### config.mk
export PLATFORM = sky130hd
export DESIGN_NAME = aes_ctrl
export DESIGN_NICKNAME = d
export VERILOG_FILES = /design/src/sv/aes_pkg.sv /design/src/sv/aes_ctrl.sv
export SDC_FILE = /design/constraint.sdc
export NUM_CORES = 1
export LEC_CHECK = 0
export BUFFER_PORTS_ARGS = -buffer_cell sky130_fd_sc_hd__buf_2
export CAP_MARGIN = 25
export CORE_AREA = 2 2 39 41
export DETAILED_ROUTE_END_ITERATION = 10
export DIE_AREA = 0 0 41 43
export GPL_ROUTABILITY_DRIVEN = 0
export SETUP_SLACK_MARGIN = 0.2
export SLEW_MARGIN = 20
export SYNTH_ARGS = -nofsm -noshare
export SYNTH_HDL_FRONTEND = slang
export SYNTH_SLANG_ARGS = --single-unit
### constraint.sdc
create_clock -name clk -period 1.23 [get_ports clk]
set_clock_uncertainty 0.05 [all_clocks]
set_input_delay 0.123 -clock clk [delete_from_list [all_inputs] [get_ports clk]]
set_output_delay 0.123 -clock clk [all_outputs]
set_load 0.05 [all_outputs]
### src/sv/aes_pkg.sv
package aes_pkg;

    // key store size in 32-bit words
    localparam int KEY_STORE_WORDS = 60;

    // configuration port
    localparam int CFG_INDEX_W = 3;
    localparam logic [CFG_INDEX_W-1:0] REG_KEY_LENGTH = 3'd0;
    localparam logic [CFG_INDEX_W-1:0] REG_KEY_BITS_0 = 3'd1;
    localparam logic [CFG_INDEX_W-1:0] REG_KEY_BITS_3 = 3'd4;

    // key length codes
    localparam logic [1:0] KLEN_192 = 2'd1;
    localparam logic [1:0] KLEN_256 = 2'd2;

    typedef enum logic [2:0] {
        ST_IDLE,
        ST_EXPAND,
        ST_FETCH,
        ST_ROUND,
        ST_WRITE
    } state_t;

    // controller to datapath
    typedef struct packed {
        logic blk_load;
        logic exp_step;
        logic rd_step;
        logic round_step;
        logic out_load;
    } ctrl_cmd_t;

    // datapath to controller
    typedef struct packed {
        logic exp_last;
        logic round_last;
        logic cfg_hit;
    } dp_status_t;

    localparam logic [7:0] SBOX [256] = '{
        8'h63,8'h7c,8'h77,8'h7b,8'hf2,8'h6b,8'h6f,8'hc5,8'h30,8'h01,8'h67,8'h2b,8'hfe,8'hd7,8'hab,8'h76,
        8'hca,8'h82,8'hc9,8'h7d,8'hfa,8'h59,8'h47,8'hf0,8'had,8'hd4,8'ha2,8'haf,8'h9c,8'ha4,8'h72,8'hc0,
        8'hb7,8'hfd,8'h93,8'h26,8'h36,8'h3f,8'hf7,8'hcc,8'h34,8'ha5,8'he5,8'hf1,8'h71,8'hd8,8'h31,8'h15,
        8'h04,8'hc7,8'h23,8'hc3,8'h18,8'h96,8'h05,8'h9a,8'h07,8'h12,8'h80,8'he2,8'heb,8'h27,8'hb2,8'h75,
        8'h09,8'h83,8'h2c,8'h1a,8'h1b,8'h6e,8'h5a,8'ha0,8'h52,8'h3b,8'hd6,8'hb3,8'h29,8'he3,8'h2f,8'h84,
        8'h53,8'hd1,8'h00,8'hed,8'h20,8'hfc,8'hb1,8'h5b,8'h6a,8'hcb,8'hbe,8'h39,8'h4a,8'h4c,8'h58,8'hcf,
        8'hd0,8'hef,8'haa,8'hfb,8'h43,8'h4d,8'h33,8'h85,8'h45,8'hf9,8'h02,8'h7f,8'h50,8'h3c,8'h9f,8'ha8,
        8'h51,8'ha3,8'h40,8'h8f,8'h92,8'h9d,8'h38,8'hf5,8'hbc,8'hb6,8'hda,8'h21,8'h10,8'hff,8'hf3,8'hd2,
        8'hcd,8'h0c,8'h13,8'hec,8'h5f,8'h97,8'h44,8'h17,8'hc4,8'ha7,8'h7e,8'h3d,8'h64,8'h5d,8'h19,8'h73,
        8'h60,8'h81,8'h4f,8'hdc,8'h22,8'h2a,8'h90,8'h88,8'h46,8'hee,8'hb8,8'h14,8'hde,8'h5e,8'h0b,8'hdb,
        8'he0,8'h32,8'h3a,8'h0a,8'h49,8'h06,8'h24,8'h5c,8'hc2,8'hd3,8'hac,8'h62,8'h91,8'h95,8'he4,8'h79,
        8'he7,8'hc8,8'h37,8'h6d,8'h8d,8'hd5,8'h4e,8'ha9,8'h6c,8'h56,8'hf4,8'hea,8'h65,8'h7a,8'hae,8'h08,
        8'hba,8'h78,8'h25,8'h2e,8'h1c,8'ha6,8'hb4,8'hc6,8'he8,8'hdd,8'h74,8'h1f,8'h4b,8'hbd,8'h8b,8'h8a,
        8'h70,8'h3e,8'hb5,8'h66,8'h48,8'h03,8'hf6,8'h0e,8'h61,8'h35,8'h57,8'hb9,8'h86,8'hc1,8'h1d,8'h9e,
        8'he1,8'hf8,8'h98,8'h11,8'h69,8'hd9,8'h8e,8'h94,8'h9b,8'h1e,8'h87,8'he9,8'hce,8'h55,8'h28,8'hdf,
        8'h8c,8'ha1,8'h89,8'h0d,8'hbf,8'he6,8'h42,8'h68,8'h41,8'h99,8'h2d,8'h0f,8'hb0,8'h54,8'hbb,8'h16
    };

    // inverse table, built at elaboration from the forward table
    function automatic logic [255:0][7:0] build_inv();
        logic [255:0][7:0] t;
        t = '0;
        for (int i = 0; i < 256; i++) begin
            t[SBOX[i]] = 8'(i);
        end
        return t;
    endfunction

    localparam logic [255:0][7:0] INV_SBOX = build_inv();

    function automatic logic [7:0] xtime(input logic [7:0] a);
        return a[7] ? ({a[6:0], 1'b0} ^ 8'h1b) : {a[6:0], 1'b0};
    endfunction

    function automatic logic [7:0] gf_mul(input logic [7:0] a, input logic [7:0] b);
        logic [7:0] p;
        logic [7:0] x;
        p = '0;
        x = a;
        for (int i = 0; i < 8; i++) begin
            if (b[i]) p = p ^ x;
            x = xtime(x);
        end
        return p;
    endfunction

    function automatic logic [31:0] sbox_word(input logic [31:0] w);
        return {SBOX[w[31:24]], SBOX[w[23:16]], SBOX[w[15:8]], SBOX[w[7:0]]};
    endfunction

    // byte b of the state sits at bits 127-8b downto 120-8b; byte 4c+r is row r, column c
    function automatic logic [127:0] sbox_state(input logic [127:0] s, input logic inv);
        logic [127:0] t;
        for (int b = 0; b < 16; b++) begin
            t[127-8*b -: 8] = inv ? INV_SBOX[s[127-8*b -: 8]] : SBOX[s[127-8*b -: 8]];
        end
        return t;
    endfunction

    function automatic logic [127:0] rotate_rows(input logic [127:0] s, input logic inv);
        logic [127:0] t;
        int src;
        for (int c = 0; c < 4; c++) begin
            for (int r = 0; r < 4; r++) begin
                src = inv ? ((c + 4 - r) & 3) : ((c + r) & 3);
                t[127-8*(4*c+r) -: 8] = s[127-8*(4*src+r) -: 8];
            end
        end
        return t;
    endfunction

    function automatic logic [127:0] mix_state(input logic [127:0] s, input logic inv);
        logic [127:0] t;
        logic [7:0] c0, c1, c2, c3;
        for (int c = 0; c < 4; c++) begin
            for (int r = 0; r < 4; r++) begin
                c0 = s[127-8*(4*c+r) -: 8];
                c1 = s[127-8*(4*c+((r+1)&3)) -: 8];
                c2 = s[127-8*(4*c+((r+2)&3)) -: 8];
                c3 = s[127-8*(4*c+((r+3)&3)) -: 8];
                if (inv) begin
                    t[127-8*(4*c+r) -: 8] = gf_mul(8'h0e, c0) ^ gf_mul(8'h0b, c1) ^
                                            gf_mul(8'h0d, c2) ^ gf_mul(8'h09, c3);
                end else begin
                    t[127-8*(4*c+r) -: 8] = gf_mul(8'h02, c0) ^ gf_mul(8'h03, c1) ^ c2 ^ c3;
                end
            end
        end
        return t;
    endfunction

endpackage

### src/sv/aes_ctrl.sv
module aes_ctrl (
    input  logic               clk,
    input  logic               rst_n,
    input  logic               in_valid,
    output logic               in_ready,
    output logic               out_valid,
    input  logic               out_ready,
    input  aes_pkg::dp_status_t status,
    output aes_pkg::ctrl_cmd_t  cmd
);

    aes_pkg::state_t state_reg, state_next;
    logic keys_ready_reg, keys_ready_next;
    logic out_valid_reg, out_valid_next;

    // state and flags
    always_ff @(posedge clk or negedge rst_n)
    begin
        if (!rst_n)
        begin
            state_reg      <= aes_pkg::ST_IDLE;
            keys_ready_reg <= 1'b0;
            out_valid_reg  <= 1'b0;
        end
        else
        begin
            state_reg      <= state_next;
            keys_ready_reg <= keys_ready_next;
            out_valid_reg  <= out_valid_next;
        end
    end

    // next state and commands
    always_comb
    begin
        state_next      = state_reg;
        keys_ready_next = keys_ready_reg;
        out_valid_next  = out_valid_reg;
        cmd             = '0;
        in_ready        = 1'b0;

        if (out_valid_reg && out_ready)
        begin
            out_valid_next = 1'b0;
        end
        if (status.cfg_hit)
        begin
            keys_ready_next = 1'b0;
        end

        unique case (state_reg)
            aes_pkg::ST_IDLE:
            begin
                in_ready = 1'b1;
                if (in_valid)
                begin
                    cmd.blk_load = 1'b1;
                    state_next   = keys_ready_reg ? aes_pkg::ST_FETCH : aes_pkg::ST_EXPAND;
                end
            end
            aes_pkg::ST_EXPAND:
            begin
                cmd.exp_step = 1'b1;
                if (status.exp_last)
                begin
                    keys_ready_next = 1'b1;
                    state_next      = aes_pkg::ST_FETCH;
                end
            end
            aes_pkg::ST_FETCH:
            begin
                cmd.rd_step = 1'b1;
                state_next  = aes_pkg::ST_ROUND;
            end
            aes_pkg::ST_ROUND:
            begin
                cmd.rd_step    = 1'b1;
                cmd.round_step = 1'b1;
                if (status.round_last)
                begin
                    state_next = aes_pkg::ST_WRITE;
                end
            end
            aes_pkg::ST_WRITE:
            begin
                if (!out_valid_reg || out_ready)
                begin
                    cmd.out_load   = 1'b1;
                    out_valid_next = 1'b1;
                    state_next     = aes_pkg::ST_IDLE;
                end
            end
            default:
            begin
                state_next = aes_pkg::ST_IDLE;
            end
        endcase
    end

    assign out_valid = out_valid_reg;

endmodule

==> impl_metrics.json, run 1 <==
{
  "port_buffers": 13,
  "slowest_delay_ns": 0.44,
  "synth_ff_type": "dfrtp_1",
  "wl_met1_um": 351,
  "slew_headroom_pct": 83.7,
  "antenna_found_initial": 0,
  "period_needed_ns": 1.38,
  "leakagePower_nw": 0.297,
  "drc": 0,
  "vias": 331,
  "wl_met3_um": 58,
  "min_from": "status[0]",
  "synth_most_common_cell": "dfrtp_1",
  "drt_first_pass_iters": 3,
  "cts_tree": "built",
  "wl_met2_um": 593,
  "syn_nets": 35,
  "grt_setup_unrepaired": "true",
  "avgSynthCellArea_um2": 8.89,
  "die-area_um2": 1760,
  "power_density_nw_per_um2": 3170,
  "ys_ff_latch": 5,
  "topRoutingLayerUsed": "met4",
  "ir_drop_v": 0.00157,
  "start_util_pct": 18.0,
  "cts.htree.levels": 1,
  "grt_pass1_wl_um": 1580,
  "layout.nets": 66,
  "ioPinCount": 14,
  "crit_chain": "nor3_4 -> and2_4 -> buf_8",
  "grt_max_degree": 6,
  "yosys-top-cells-count": "5 x dfrtp_1, 4 x nand2_1, 3 x inv_1, 3 x nor2_1",
  "critPathArrivalTime_ns": 1.20,
  "status": "complete, but fails checks",
  "post-route-period-util_pct": 112,
  "track_usage_pct": 14.0,
  "via_per_inst": 4.47,
  "die_y_um": 43,
  "drt-total-wl_um": 1040,
  "syn2layout_area_growth_pct": 152,
  "numCtsBuffers": 3,
  "grt_pass1_vias": 309,
  "setup_viol": 5,
  "cts_sinks": 5,
  "clk_latency_ns": 0.24,
  "crit_start": "state_reg[0]",
  "final_layout_size_suffix_gt1_share_pct": 86.2,
  "power_mw": 1.99,
  "hp-class": "input pin to register",
  "worstReg2RegStart": "state_reg[1]",
  "drv_cap": 0,
  "worst_setup_path_start_kind": "register",
  "synth.area.top_cells": "dfrtp_1 50%, nand2_1 6.0%, nand2b_1 5.0%, inv_1 4.5%, nor2_1 4.5%",
  "finalMaxSlewViolations": 0,
  "coreArea_um2": 1380,
  "ys_warn_count": 0,
  "drt_iter0_drc": 3,
  "fmax_mhz": 727,
  "violations": "setup timing",
  "antenna_left": 0,
  "overflow": 0,
  "worst_setup_path_end_kind": "output pin",
  "tns_ns": -0.549,
  "yosys.area.top_type": "dfrtp_1",
  "hold_viol": 0,
  "synth_top_cell_area_share_pct": 50.3,
  "clk_pin_slew_ns": 0.04,
  "die_width_um": 41,
  "synthArstFlopShare_pct": 100,
  "ys_seq_area_share_pct": 50.3,
  "cts_root_buf": "clkbuf_4",
  "synth_cells": 28,
  "layout_setup_ws_ns": -0.146,
  "worst_pin_slew_ns": 0.247,
  "synth.cell_area_um2": 249,
  "crit_required_ns": 1.06,
  "cpMaxStageDelayCell": "dfrtp_2",
  "path_class": "register to output pin",
  "largest_register_ffs": 3,
  "wl_per_cell_um": 14.1,
  "ys_types": 15,
  "clock_path_buffers": 2,
  "crit_fanout": 4,
  "antenna_cells": 0,
  "dp_hpwl_um": 514,
  "synth_edf_count": 0,
  "rows": 14
}
[final timing paths]
path,cells past startpoint,slack (ns),end
worst max-delay path,3,-0.15,cmd[4]
worst max register to register,5,0.01,state_reg[0]
max in group asynchronous,2,0.81,state_reg[1]
worst min-delay path,2,0.02,keys_ready_reg
worst min register to register,2,0.50,state_reg[1]
min in group asynchronous,2,0.17,out_valid
[cell usage in the layout (no fill, tap or decap)]
| master | count |
|---|---|
| buf_4 | 8 |
| buf_2 | 7 |
| buf_6 | 7 |
| dfrtp_2 | 4 |
| nor2_4 | 3 |
| clkbuf_4 | 3 |
| buf_8 | 3 |
| nand2_4 | 2 |
| nand2_1 | 2 |
| inv_1 | 2 |
| o21ai_2 | 2 |
| nand2b_4 | 1 |
| inv_2 | 1 |
| nor3_4 | 1 |
| nor2_2 | 1 |
| nand2b_1 | 1 |
| and3_4 | 1 |
| and2_4 | 1 |
| o32ai_2 | 1 |
| a21boi_2 | 1 |
| a211oi_2 | 1 |
| a221oi_2 | 1 |
| o22ai_2 | 1 |
| clkbuf_1 | 1 |
| dlygate4sd3_1 | 1 |
| dfrtp_1 | 1 |
[area by class of cell]
type | instances | area [µm²]
clock buffer | 4 | 26.3
fill | 132 | 756
inverter | 3 | 11.3
multi-input combinational | 20 | 211
sequential | 5 | 130
tap | 16 | 20.0
timing repair buffer | 26 | 229
[power by group]
part | internal (mW) | switching [mW]
clock network | 0.123 | 0.0694
logic | 0.678 | 0.770
registers | 0.244 | 0.104
[critical path, delay by kind of cell, from the launching register on]
kind                   cells  cell delay, ns
and+or+nand+nor            2            0.38
DFF                        1            0.44
buffers and inverters      1            0.13
[metal layers]
metal,vias up,track usage (%)
met4,0,2.00
met5,-,0
li1,158,-
met3,4,6.28
met2,14,22.2
met1,155,17.1
[cells by family (layout without fill, tap and decap cells)]
| logic type | Yosys count | after routing | share of synthesized area (%) |
|---|---|---|---|
| simple gates | 13 | 13 | 25.6 |
| flops | 5 | 5 | 50.3 |
| compound gates | 7 | 7 | 19.6 |
| buf+inv | 3 | 33 | 4.52 |
[per-stage QoR]
stage | hold WS (ns) | utilization [%] | cells | worst slack [ns] | area (µm²)
after floorplan | -0.223 | - | 28 | -0.213 | 280
after global placement | -0.103 | 28.6 | 61 | 0.0145 | 395
after detailed placement | -0.105 | 28.6 | 61 | 0.0206 | 395
after CTS | 0.00937 | 40.8 | 71 | -0.117 | 564
after global routing | 0.0203 | 45.4 | 74 | -0.187 | 628
final | 0.0201 | 45.4 | 74 | -0.146 | 628
[repair_timing]
action	CTS	global route
pin swaps	3	4
hold buffers	1	0
endpoints found under the hold margin	5	0
endpoints found under the setup margin	10	12
gates resized for setup	29	12
setup buffers	5	3
Note: power is estimated with default switching activity, not from simulation.
==> inputs of run 2 (changes only) <==
--- a/config.mk
+++ b/config.mk
@@ -16,3 +16,4 @@
 export SYNTH_ARGS = -nofsm -noshare
 export SYNTH_HDL_FRONTEND = slang
 export SYNTH_SLANG_ARGS = --single-unit
+export TNS_END_PERCENT = 20
==> constraint.sdc (replaced) <==
create_clock -name clk -period 1.3 [get_ports clk]
set_clock_uncertainty 0.05 [all_clocks]
set_input_delay 0.13 -clock clk [delete_from_list [all_inputs] [get_ports clk]]
set_output_delay 0.13 -clock clk [all_outputs]
set_load 0.05 [all_outputs]
==> run 2 against run 1 <==
Effect of this change: die area unchanged; via count shrank 11%; worst hold slack improved by 0.033 ns; clock power down 9.9%; power down 27%; global-route usage down 3.9 points; the flow still finishes with violations (setup timing); critical endpoint unchanged; sequential power shrank 5.7%.
==> impl_metrics.json, run 2 (synthesis gave the netlist of run 1 again) <==
{
  "clk_pin_slew_ns": 0.04,
  "die_y_um": 43,
  "power_mw": 1.46,
  "syn2layout_area_growth_pct": 98.5,
  "layout_setup_ws_ns": -0.0591,
  "violations": "setup timing",
  "antenna_cells": 0,
  "setup_viol": 5,
  "grt_max_degree": 6,
  "numCtsBuffers": 3,
  "drv_cap": 0,
  "drt-total-wl_um": 736,
  "power_frac_clock_pct": 11.8,
  "antenna_left": 0,
  "largest_register_ffs": 3,
  "hold_viol": 0,
  "crit_required_ns": 1.12,
  "antenna_found_initial": 0,
  "hp-class": "input pin to register",
  "mostFrequentLayoutCells": "8 x buf_2, 7 x buf_4",
  "cts_root_buf": "clkbuf_4",
  "fmax_mhz": 736,
  "wl_met2_um": 420,
  "die_width_um": 41,
  "post-place-ws_ns": 0.0145,
  "slowest_delay_ns": 0.45,
  "coreArea_um2": 1380,
  "cts_sinks": 5,
  "wl_per_cell_um": 10.7,
  "status": "complete, but fails checks",
  "grt_pass1_wl_um": 1110,
  "track_usage_pct": 10.1,
  "port_buffers": 13,
  "tns_ns": -0.233,
  "leakagePower_nw": 0.240,
  "start_util_pct": 18.0,
  "path_class": "register to output pin",
  "cpMaxStageDelayCell": "dfrtp_2",
  "worst_pin_slew_ns": 0.261,
  "vias": 293,
  "slew_headroom_pct": 82.6,
  "ir_drop_v": 0.000911,
  "clk_latency_ns": 0.23,
  "critPathArrivalTime_ns": 1.18,
  "period_needed_ns": 1.36,
  "hold_ws_ns": 0.0527,
  "rows": 14,
  "internal-power_mw": 0.749,
  "finalMaxSlewViolations": 0,
  "post-route-period-util_pct": 105,
  "dp_hpwl_um": 477,
  "grt_setup_unrepaired": "true",
  "drc": 0,
  "crit_chain": "nor3_4 -> and2_4 -> buf_8",
  "final_layout_size_suffix_gt1_share_pct": 64.2,
  "crit_fanout": 4,
  "seq_power_share_pct": 22.4,
  "drt_first_pass_iters": 1,
  "ioPinCount": 14,
  "worst_setup_path_start_kind": "register",
  "wl_met1_um": 271,
  "combPwrFrac_pct": 65.7,
  "overflow": 0,
  "worst_setup_path_end_kind": "output pin",
  "switching_power_mw": 0.710,
  "mostFrequentLayoutCell": "buf_2",
  "switching_share_pct": 48.7,
  "topRoutingLayerUsed": "met4",
  "grt_pass1_vias": 302,
  "via_per_inst": 4.25,
  "layout.nets": 61,
  "clock_path_buffers": 2,
  "drt_iter0_drc": 0,
  "cts.htree.levels": 1,
  "die-area_um2": 1760,
  "cts_tree": "built",
  "wl_met3_um": 36,
  "power_density_nw_per_um2": 2950
}
## run 2: area by class of cell
type	count	area, µm²
Sequential cell	5	129
Inverter	3	11.3
Timing Repair Buffer	21	166
Multi-Input combinational cell	20	141
Fill cell	151	890
Tap cell	16	20.0
Clock buffer	4	26.3
## run 2: repair_timing
| action | 4_1_cts | 5_1_grt |
|---|---|---|
| resized for setup | 18 | 0 |
| pin swaps | 3 | 1 |
| setup buffers | 7 | 0 |
| hold endpoints to repair | 5 | 0 |
| setup endpoints to repair | 9 | 10 |
| hold buffers | 1 | 0 |
## run 2: worst paths after layout
check	from	slack, ns	end	depth (start not counted)
max in group asynchronous	rst_n	0.86	state_reg[1]	2
max reg2reg	state_reg[1]	0.02	state_reg[1]	5
min in group asynchronous	rst_n	0.19	state_reg[0]	2
min	status[0]	0.05	keys_ready_reg	2
min reg2reg	out_valid	0.47	out_valid	2
max	state_reg[0]	-0.06	cmd[4]	3
## run 2: power by group through the flow
stage | registers, mW | clock network [mW] | logic (mW)
floorplan | 0.336 | 0 | 0.502
global placement | 0.327 | 0 | 0.649
detailed placement | 0.330 | 0 | 0.650
CTS | 0.326 | 0.181 | 0.945
global route | 0.339 | 0.188 | 1.02
finish | 0.328 | 0.173 | 0.959
## run 2: metrics by stage
| stage | area (µm²) | cells | utilization (%) |
|---|---|---|---|
| CTS | 494 | 69 | 35.7 |
| global placement | 353 | 57 | 25.5 |
| detailed placement | 353 | 57 | 25.5 |
| finish | 494 | 69 | 35.7 |
| global route | 494 | 69 | 35.7 |
| floorplan | 268 | 28 | - |
## run 2: routing by layer
| metal | vias to the layer above | track usage [%] |
|---|---|---|
| met1 | 136 | 7.84 |
| met2 | 9 | 18.1 |
| li1 | 146 | - |
| met3 | 2 | 4.71 |
| met4 | 0 | 6.00 |
| met5 | - | 0 |
## run 2: worst max-delay path, delay by kind of cell, from the launching register on
kind,cells,cell delay [ns]
flops,1,0.45
buf+inv,1,0.13
simple gates,2,0.36
